### config.mk
export PLATFORM = sky130hd
export DESIGN_NAME = icy_metadata_stream_demux
export DESIGN_NICKNAME = d
export VERILOG_FILES = /design/src/hdl/icymd_pkg.sv /design/src/hdl/icy_metadata_stream_demux.sv
export SDC_FILE = /design/constraint.sdc
export NUM_CORES = 1
export LEC_CHECK = 0
export BUFFER_PORTS_ARGS = -buffer_cell sky130_fd_sc_hd__buf_2
export CORE_MARGIN = 2
export CORE_UTILIZATION = 63
export DETAILED_ROUTE_END_ITERATION = 7
export PLACE_DENSITY = 0.83
export SLEW_MARGIN = 10
export SYNTH_ARGS = -nofsm -noshare
export SYNTH_HDL_FRONTEND = slang
export SYNTH_SLANG_ARGS = --single-unit
### constraint.sdc
create_clock -name clk -period 13.26 [get_ports clk]
set_input_delay 1.326 -clock clk [delete_from_list [all_inputs] [get_ports clk]]
set_output_delay 1.326 -clock clk [all_outputs]
set_load 0.05 [all_outputs]
### src/hdl/icymd_pkg.sv
`default_nettype none
// ----------------------------------------------------------------------------
// ICY metadata demultiplexer package
// Result kinds, phase and matcher codes, and the title prefix table.
// ----------------------------------------------------------------------------
package icymd_pkg;

	localparam int unsigned IntervalWidth = 20;
	localparam int unsigned TotalWidth    = 48;
	localparam int unsigned RemainWidth   = 12;
	localparam int unsigned PrefixLen     = 13;

	typedef logic [1:0] kind_t;

	localparam kind_t KIND_AUDIO = 2'd0;
	localparam kind_t KIND_TITLE = 2'd1;
	localparam kind_t KIND_END   = 2'd2;

	localparam logic [1:0] PH_AUDIO  = 2'd0;
	localparam logic [1:0] PH_LENGTH = 2'd1;
	localparam logic [1:0] PH_META   = 2'd2;

	localparam logic [1:0] CM_PREFIX = 2'd0;
	localparam logic [1:0] CM_FIRST  = 2'd1;
	localparam logic [1:0] CM_REST   = 2'd2;
	localparam logic [1:0] CM_DONE   = 2'd3;

	localparam logic [7:0] CHAR_QUOTE = 8'h27;
	localparam logic [7:0] CHAR_SEMI  = 8'h3B;
	localparam logic [7:0] CHAR_S     = 8'h53;

	function automatic logic [7:0] prefix_char(input logic [3:0] pos);
		logic [7:0] c;
		unique case (pos)
			4'd0:    c = 8'h53;
			4'd1:    c = 8'h74;
			4'd2:    c = 8'h72;
			4'd3:    c = 8'h65;
			4'd4:    c = 8'h61;
			4'd5:    c = 8'h6D;
			4'd6:    c = 8'h54;
			4'd7:    c = 8'h69;
			4'd8:    c = 8'h74;
			4'd9:    c = 8'h6C;
			4'd10:   c = 8'h65;
			4'd11:   c = 8'h3D;
			4'd12:   c = 8'h27;
			default: c = 8'h00;
		endcase
		return c;
	endfunction

endpackage
`default_nettype wire

### src/hdl/icy_metadata_stream_demux.sv
`default_nettype none
// ----------------------------------------------------------------------------
// ICY metadata stream demultiplexer
// Splits a received byte stream into audio bytes and StreamTitle bytes.
// ----------------------------------------------------------------------------
// Usage:
// Bytes enter on in_valid/in_ready with in_byte. Each request yields zero to
// three results on out_valid/out_ready: audio bytes, tentative title bytes
// and one block-end result per metadata block, with last marking the final
// result of a byte. meta_interval is written through meta_interval_we while
// the block is idle; zero passes every byte through as audio.
// Results of a byte pass the input register, then the result group register.
// A byte is taken in every cycle while each byte yields at most one result
// and out_ready is high; a byte that yields several results holds the single
// output register until all drain: one result per cycle while out_ready is high.
// An input register takes the next byte while a result waits on a stalled
// receiver; further bytes wait until the result group drains.
// Reset clears all state and sets meta_interval to zero, which puts the block
// in pass-through mode with audio_position counting from zero.
// ----------------------------------------------------------------------------
module icy_metadata_stream_demux (
	input  wire                                  clk,
	input  wire                                  arst_n,
	input  wire                                  meta_interval_we,
	input  wire [icymd_pkg::IntervalWidth-1:0]   meta_interval,
	input  wire                                  in_valid,
	output logic                                 in_ready,
	input  wire [7:0]                            in_byte,
	output logic                                 out_valid,
	input  wire                                  out_ready,
	output icymd_pkg::kind_t                     kind,
	output logic [7:0]                           out_byte,
	output logic                                 title_found,
	output logic [icymd_pkg::TotalWidth-1:0]     audio_position,
	output logic                                 last
);
	import icymd_pkg::*;

	logic [IntervalWidth-1:0] interval_q;
	logic [1:0]               phase_q;
	logic [IntervalWidth-1:0] count_q;
	logic [RemainWidth-1:0]   remain_q;
	logic [3:0]               match_q;
	logic [1:0]               mode_q;
	logic                     held_q;
	logic                     ended_q;
	logic                     conf_q;
	logic [TotalWidth-1:0]    total_q;

	logic                     valid_s1;
	logic [7:0]               byte_s1;

	kind_t                    grp_kind_q [3];
	logic [7:0]               grp_byte_q [3];
	logic                     grp_found_q;
	logic [TotalWidth-1:0]    grp_pos_q;
	logic [1:0]               grp_n_q;
	logic [1:0]               grp_idx_q;

	logic [1:0]               nxt_phase;
	logic [IntervalWidth-1:0] nxt_count;
	logic [IntervalWidth-1:0] count_inc;
	logic [RemainWidth-1:0]   nxt_remain;
	logic [3:0]               nxt_match;
	logic [1:0]               nxt_mode;
	logic                     nxt_held;
	logic                     nxt_ended;
	logic                     nxt_conf;
	logic [TotalWidth-1:0]    nxt_total;
	logic                     prefix_hit;

	kind_t                    res_kind [3];
	logic [7:0]               res_byte [3];
	logic [1:0]               res_n;
	logic                     res_found;

	logic                     grp_last;
	logic                     drain_done;
	logic                     grp_free;
	logic                     advance;

	always_comb begin
		nxt_phase  = phase_q;
		nxt_count  = count_q;
		nxt_remain = remain_q;
		nxt_match  = match_q;
		nxt_mode   = mode_q;
		nxt_held   = held_q;
		nxt_ended  = ended_q;
		nxt_conf   = conf_q;
		nxt_total  = total_q;
		count_inc  = count_q + 1'b1;
		prefix_hit = (match_q < 4'(PrefixLen)) && (byte_s1 == prefix_char(match_q));
		res_n      = 2'd0;
		res_found  = 1'b0;
		for (int i = 0; i < 3; i++) begin
			res_kind[i] = KIND_AUDIO;
			res_byte[i] = 8'h00;
		end

		if (interval_q == '0) begin
			nxt_phase   = PH_AUDIO;
			nxt_count   = '0;
			nxt_total   = total_q + 1'b1;
			res_kind[0] = KIND_AUDIO;
			res_byte[0] = byte_s1;
			res_n       = 2'd1;
		end else if (phase_q == PH_LENGTH) begin
			nxt_remain = {byte_s1, 4'b0000};
			nxt_match  = '0;
			nxt_mode   = CM_PREFIX;
			nxt_held   = 1'b0;
			nxt_ended  = 1'b0;
			nxt_conf   = 1'b0;
			if (byte_s1 == 8'h00) begin
				res_kind[0] = KIND_END;
				res_found   = 1'b0;
				res_n       = 2'd1;
				nxt_phase   = PH_AUDIO;
				nxt_count   = '0;
				nxt_remain  = '0;
			end else begin
				nxt_phase = PH_META;
			end
		end else if (phase_q == PH_META) begin
			if (!ended_q && mode_q != CM_DONE) begin
				if (byte_s1 == 8'h00) begin
					nxt_ended = 1'b1;
					nxt_held  = 1'b0;
				end else if (mode_q == CM_PREFIX) begin
					if (prefix_hit) begin
						nxt_match = match_q + 1'b1;
					end else begin
						nxt_match = (byte_s1 == CHAR_S) ? 4'd1 : 4'd0;
					end
					if (nxt_match >= 4'(PrefixLen)) begin
						nxt_match = '0;
						nxt_mode  = CM_FIRST;
					end
				end else if (mode_q == CM_FIRST) begin
					res_kind[0] = KIND_TITLE;
					res_byte[0] = byte_s1;
					res_n       = 2'd1;
					nxt_mode    = CM_REST;
				end else if (held_q && byte_s1 == CHAR_SEMI) begin
					nxt_held = 1'b0;
					nxt_conf = 1'b1;
					nxt_mode = CM_DONE;
				end else begin
					if (held_q) begin
						res_kind[0] = KIND_TITLE;
						res_byte[0] = CHAR_QUOTE;
						res_n       = 2'd1;
					end
					if (byte_s1 == CHAR_QUOTE) begin
						nxt_held = 1'b1;
					end else begin
						nxt_held        = 1'b0;
						res_kind[res_n] = KIND_TITLE;
						res_byte[res_n] = byte_s1;
						res_n           = res_n + 1'b1;
					end
				end
			end
			if (remain_q != '0) begin
				nxt_remain = remain_q - 1'b1;
			end
			if (nxt_remain == '0) begin
				res_kind[res_n] = KIND_END;
				res_byte[res_n] = 8'h00;
				res_found       = nxt_conf;
				res_n           = res_n + 1'b1;
				nxt_phase       = PH_AUDIO;
				nxt_count       = '0;
				nxt_match       = '0;
				nxt_mode        = CM_PREFIX;
				nxt_held        = 1'b0;
				nxt_ended       = 1'b0;
				nxt_conf        = 1'b0;
			end
		end else begin
			nxt_phase   = PH_AUDIO;
			res_kind[0] = KIND_AUDIO;
			res_byte[0] = byte_s1;
			res_n       = 2'd1;
			nxt_total   = total_q + 1'b1;
			nxt_count   = count_inc;
			if (count_inc >= interval_q) begin
				nxt_count = '0;
				nxt_phase = PH_LENGTH;
			end
		end
	end

	assign out_valid  = (grp_n_q != 2'd0);
	assign grp_last   = (grp_idx_q == grp_n_q - 2'd1);
	assign drain_done = out_valid && out_ready && grp_last;
	assign grp_free   = !out_valid || drain_done;
	assign advance    = valid_s1 && (grp_free || res_n == 2'd0);
	assign in_ready   = !valid_s1 || advance;

	assign kind           = grp_kind_q[grp_idx_q];
	assign out_byte       = grp_byte_q[grp_idx_q];
	assign last           = grp_last;
	assign title_found    = (kind == KIND_END) ? grp_found_q : 1'b0;
	assign audio_position = (kind == KIND_END) ? grp_pos_q : '0;

	always_ff @(posedge clk or negedge arst_n) begin
		if (!arst_n) begin
			interval_q <= '0;
		end else if (meta_interval_we) begin
			interval_q <= meta_interval;
		end
	end

	always_ff @(posedge clk or negedge arst_n) begin
		if (!arst_n) begin
			phase_q  <= PH_AUDIO;
			count_q  <= '0;
			remain_q <= '0;
			match_q  <= '0;
			mode_q   <= CM_PREFIX;
			held_q   <= 1'b0;
			ended_q  <= 1'b0;
			conf_q   <= 1'b0;
			total_q  <= '0;
		end else if (advance) begin
			phase_q  <= nxt_phase;
			count_q  <= nxt_count;
			remain_q <= nxt_remain;
			match_q  <= nxt_match;
			mode_q   <= nxt_mode;
			held_q   <= nxt_held;
			ended_q  <= nxt_ended;
			conf_q   <= nxt_conf;
			total_q  <= nxt_total;
		end
	end

	always_ff @(posedge clk or negedge arst_n) begin
		if (!arst_n) begin
			valid_s1 <= 1'b0;
		end else if (in_ready) begin
			valid_s1 <= in_valid;
		end
	end

	always_ff @(posedge clk) begin
		if (in_valid && in_ready) begin
			byte_s1 <= in_byte;
		end
	end

	always_ff @(posedge clk or negedge arst_n) begin
		if (!arst_n) begin
			grp_n_q   <= 2'd0;
			grp_idx_q <= 2'd0;
		end else if (advance && res_n != 2'd0) begin
			grp_n_q   <= res_n;
			grp_idx_q <= 2'd0;
		end else if (drain_done) begin
			grp_n_q   <= 2'd0;
			grp_idx_q <= 2'd0;
		end else if (out_valid && out_ready) begin
			grp_idx_q <= grp_idx_q + 1'b1;
		end
	end

	always_ff @(posedge clk) begin
		if (advance && res_n != 2'd0) begin
			grp_kind_q  <= res_kind;
			grp_byte_q  <= res_byte;
			grp_found_q <= res_found;
			grp_pos_q   <= total_q;
		end
	end

endmodule
`default_nettype wire

Word-level counts from Yosys, hierarchy flattened --
Memories as Yosys holds them, arrays and structs flattened. Cells that the tools add are included.
Storage, ports and cells: register bits 203, memory bits (read-only) 112, input bits 33, output and inout port bits 62, memories kept 1
Cells by class: add/sub/neg operators 8, magnitude comparators 8, equal/unequal tests 18, mux-type cells 151, bitwise gates (word level) 14, reduce and logical (&&, ||, !) cells 41
Memory list:
- (name not given) | depth 16, bits a word 7, rd ports 1, clocked after Yosys merged registers in 0, wr ports 0, line icymd_pkg.sv:34 | unique case (pos)
Operator list (count):
- $mux 24 | 10
- $mux 48 | 4
- $mux 20 | 6
- $mux 8 | 15
- $mux 2 | 48
- $mux 12 | 7
- $mux 4 | 15
- $mux 6 | 10
- $add 48x1->48 const B | 1
- $demux 8 s2 | 2
- $mux 16 | 2
- $mux 1 | 27
- $and 24x24->24 | 1
- $bwmux 24 | 1
- $not 24->24 | 1
- $add 20x1->20 const B | 1
- $ge 20x20->1 | 1
- $logic_not 20->1 | 1
- $bmux 8 s2 | 1
- $eq 8x6->1 const B | 2
- $logic_not 12->1 | 1
- $ne 4x3->1 const B | 3
- $reduce_and 6->1 | 2
- $reduce_bool 12->1 | 1
- 37 further kinds | 77

Longest topological paths before layout --
word-level depth 31, gate-level depth with buffers 17, gate-level depth less buffers 17

Least setup slack after synthesis --
No wires, ideal clock.
kind register -> register, start point reg remain_q[0], end point reg grp_byte_q[10] in the netlist's numbering (enable), setup time 0.498 ns, arrival time 5.402 ns, required time 12.762 ns, setup slack 7.359 ns, stages on the path, launching flop included 13, period minus slack after synthesis 5.901 ns, cell sequence dfrtp_1 -> buf_2 -> inv_1 -> ha_1 -> or4b_1 -> nor3_1 -> o31ai_1 -> nor4b_2 -> and4_1 -> buf_4 -> mux2_2 -> nand2_1 -> nor2_1
On the way: cells in the longest elaborated chain, start to end 14, elaborated cells on any way between the ends 16, classes of those cells add/sub: 1; mux: 8; reduce/logical: 7
RTL lines:
- start, declared | line icy_metadata_stream_demux.sv:42 | logic [RemainWidth-1:0] remain_q;
- start signal, assigned | line icy_metadata_stream_demux.sv:230 | remain_q <= nxt_remain;
- $sub 12x1->12 or $reduce_bool 12->1 (tied branches) | line icy_metadata_stream_demux.sv:166, icy_metadata_stream_demux.sv:165
- $mux 12 (*) | line icy_metadata_stream_demux.sv:165 | if (remain_q != '0) begin
- $mux 12 (*) | line icy_metadata_stream_demux.sv:125 | end else if (phase_q == PH_META) begin
- $mux 12 (*) | line icy_metadata_stream_demux.sv:108 | end else if (phase_q == PH_LENGTH) begin
- $mux 12 (*) | line icy_metadata_stream_demux.sv:101 | if (interval_q == '0) begin
- $logic_not 12->1 (*) | line icy_metadata_stream_demux.sv:168 | if (nxt_remain == '0) begin
- $mux 2 (*) | line icy_metadata_stream_demux.sv:168
- $mux 2 (*) | line icy_metadata_stream_demux.sv:125
- $mux 2 (*) | line icy_metadata_stream_demux.sv:108
- $mux 2 (*) | line icy_metadata_stream_demux.sv:101
- $logic_not 2->1 | line icy_metadata_stream_demux.sv:199 | assign advance = valid_s1 && (grp_free || res_n == 2'd0);
- $logic_or 1x1->1 | line icy_metadata_stream_demux.sv:199
- $logic_and 1x1->1 | line icy_metadata_stream_demux.sv:199
- $logic_and 1x1->1 (*) | line icy_metadata_stream_demux.sv:270 | if (advance && res_n != 2'd0) begin
- end signal, assigned | line icy_metadata_stream_demux.sv:272 | grp_byte_q <= res_byte;
- end, declared | line icy_metadata_stream_demux.sv:54 | logic [7:0] grp_byte_q [3];
Mark *: on every way between the ends. The rest lies on a longest branch, timed or not. The select of a mux whose other input is x is not followed. A chain may end at the register's enable or synchronous reset.

Worst setup path in the final report --
start point reg remain_q[0], end point out in_ready
On the way: cells in the longest elaborated chain, start to end 14, elaborated cells on any way between the ends 15, classes of those cells add/sub: 1; mux: 8; reduce/logical: 6
RTL lines:
- $sub 12x1->12 or $reduce_bool 12->1 (tied branches) | line icy_metadata_stream_demux.sv:166, icy_metadata_stream_demux.sv:165
- $mux 12 (*) | line icy_metadata_stream_demux.sv:165
- $mux 12 (*) | line icy_metadata_stream_demux.sv:125
- $mux 12 (*) | line icy_metadata_stream_demux.sv:108
- $mux 12 (*) | line icy_metadata_stream_demux.sv:101
- $logic_not 12->1 (*) | line icy_metadata_stream_demux.sv:168
- $mux 2 (*) | line icy_metadata_stream_demux.sv:168
- $mux 2 (*) | line icy_metadata_stream_demux.sv:125
- $mux 2 (*) | line icy_metadata_stream_demux.sv:108
- $mux 2 (*) | line icy_metadata_stream_demux.sv:101
- $logic_not 2->1 (*) | line icy_metadata_stream_demux.sv:199
- $logic_or 1x1->1 (*) | line icy_metadata_stream_demux.sv:199
- $logic_and 1x1->1 (*) | line icy_metadata_stream_demux.sv:199
- $logic_or 1x1->1 (*) | line icy_metadata_stream_demux.sv:200 | assign in_ready = !valid_s1 || advance;
- end, declared | line icy_metadata_stream_demux.sv:27 | output logic in_ready,
Marked as above.

==> results.toml <==
[sta]
setup_viol_count_final = 0
rsz0062_at_grt = "false"
fmax_mhz = 183.5
drv_slew = 0
slew_headroom_pct = 21.78
skew_ns = 0.008138
worst_pin_slew_ns = 1.173
layout_setup_ws_ns = 7.812
tns_ns = 0
period_share_pct = 41.09
hold_viol = 0
min_period_ns = 5.448
whs_ns = 0.4555

[setup_path]
cp_max_fo = 15
slowest_delay_ns = 0.63
required_ns = 11.93
cp_cell_sequence = "inv_1, ha_1, or4b_1, nor3_4, a311oi_1, nor4b_2, and4_1, mux2_2, and3_1, inv_1, buf_2"
end_kind = "output port"
r2r-start = "remain_q[0]"
path_class = "reg -> out"
start_kind = "flip-flop"
cpMaxStageDelayCell = "and4_1"
cp_common_cell = "inv_1"
r2r_end = "remain_q[5]"
rrSetupSlack_ns = 8.75
r2r_cells = 12
cp_data_arrival_time_ns = 4.12

[synthesis]
ys_seq_elements = 194
synth_top_area_cell = "dfrtp_1"
synth_commonest_cells = "dfrtp_1 (116), nand2_1 (104), o21ai_0 (79), edfxtp_1 (78), nor2_1 (73)"
synth.distinct_cells = 72
synth_edf_count = 78
syn_area_mm2 = 0.01020
seq_area_frac_synth_pct = 51.44
syn_inst = 1014
synthTopCellsByArea = "dfrtp_1 (28%), edfxtp_1 (23%), ha_1 (4.4%), o21ai_0 (3.9%), nand2_1 (3.8%)"
syn-num-nets = 1083
yosysMostFrequentCell = "dfrtp_1"
synthFlopType = "dfrtp_1"
ys_warn_count = 0
synth_top_area_share_pct = 28.47
avgSynthCellArea_um2 = 10.06
ys_async_sr_fraction_pct = 59.79

[power_and_ir_drop]
p_total_mw = 2.276
p_leak_nw = 4.990
power_per_cell_area_mw_per_mm2 = 198.9
ir_worst_vdd_mv = 0.1282

[cells_and_area]
stdcell_count = 1326
synthToLayoutAreaGrowth_pct = 12.21
fin_nets = 1166
drive_gt1_share_pct = 14.05
fin_util_pct = 72.29
postLayoutCellArea_mm2 = 0.01144
antenna_cells = 0

[cts]
cts_root_buffer = "clkbuf_16"
ctsResizeCount = 0
cts_tree = "yes"
worstSkewPairLatency_ns = 0.45
post_cts_buffers = 0
clkSlewWorstSetupHoldPaths_ns = 0.08
htreeDepth = 4
hold_buffers = 0
cts_sinks = 194
cts_inserted_buffers = 17
clockBufferDepth = 2

[floorplan]
core_area_mm2 = 0.01583
rows = 46
die_h_um = 131.2
ios = 95
fp.dieW_um = 131.2
start_util_pct = 64.43
die-area_mm2 = 0.01722

[min_path]
hold_start = "total_q[9]"
hold_path_depth = 0
worstHoldPathType = "reg -> reg"
hold_end = "grp_pos_q[9]"

[global_route]
grtUsageTotal_pct = 25.59
grt_pass1_vias = 7295
antenna_found_initial = 0
grt_first_pass_wirelength_um = 35770
globalRouteOverflowTotal = 0
grt_max_degree = 75

[placement]
place_congestion = 0.8697
place_area_mm2 = 0.01085
pre_cts_ws_ns = 8.315
placed_cells = 1294
dpl.hpwl_um = 14940
numPortBuffers = 94

[drt]
routed_wirelength_um = 21540
firstDrtPassIters = 5
drt.antenna.violating_nets = 0
routed_via_density = 5.860
avgRoutedWirePerCell_um = 16.24
vias = 7771
drt_iter0_drc = 567
drcViolationCount = 0

[outcome]
outcome = "completed"

[run]
drv_cap = 0
## per-layer routing
layer	wire, um	track usage (%)	vias to the layer above
met5	0	0	-
met4	267	6.280	0
met3	1101	4.745	26
met2	10530	41.84	221
met1	9641	35.83	3775
li1	-	-	3749
## area by class of cell
class,count,area (um2)
timing repair buffer,102,533.0
fill,1148,4385
tap,216,270.3
multi-input combinational,724,4584
clock inverter,14,152.6
clock buffer,18,439.2
inverter,58,217.7
sequential,194,5245
## cells by family (layout without fill, tap and decap cells)
logic type / count (synthesis) / in the layout / synth area share, %
fa+ha+maj: 36 / 36 / 4.417
buf+inv: 96 / 192 / 3.705
compound gates: 180 / 180 / 10.77
simple gates: 412 / 412 / 20.87
mux: 22 / 22 / 2.442
flops: 194 / 194 / 51.44
xor+xnor: 74 / 74 / 6.356
## critical path, delay by kind of cell, from the launching register on
family / cells / cell delay [ns]
AO/OA/AOI/OAI: 1 / 0.11
adder cells (fa/ha/maj): 1 / 0.15
buffers and inverters: 3 / 0.44
flip-flops: 1 / 0.49
multiplexers: 1 / 0.42
AND/OR/NAND/NOR: 5 / 2.05
## power by group
group / total (mW) / switching, mW / internal, mW
clock network: 0.514 / 0.255 / 0.259
logic: 0.888 / 0.663 / 0.225
registers: 0.874 / 0.0899 / 0.784
## cells in the final DEF, fill, tap and decap left out, drive strengths merged, types with 23 or more instances in the layout
cell type,count
and2,59
ha,36
xor2,33
buf,102
nor2,74
dfrtp,116
nor4,23
nand2,104
o21ai,84
nand3,46
a21oi,37
xnor2,41
edfxtp,78
inv,67
## sequential cells by signal, indices dropped and copies added, names as in the netlist, 2 cells and up
register    flops
byte_s1         8
count_q        20
grp_byte_q     16
grp_idx_q       2
grp_kind_q      5
grp_n_q         2
grp_pos_q      48
interval_q     20
match_q         4
mode_q          2
phase_q         2
remain_q       12
total_q        48
## worst max-delay path by stage
stage	cells after the start	end	from	slack, ns
5_1_grt	11	in_ready	remain_q[0]	7.59
3_3_place_gp	11	in_ready	remain_q[0]	8.35
3_5_place_dp	11	in_ready	remain_q[0]	8.31
4_1_cts	11	in_ready	remain_q[0]	7.82
2_1_floorplan	12	grp_byte_q[10]	remain_q[0]	7.36
6_report	11	in_ready	remain_q[0]	7.81
No activity file was read; power rests on OpenSTA's default activity.
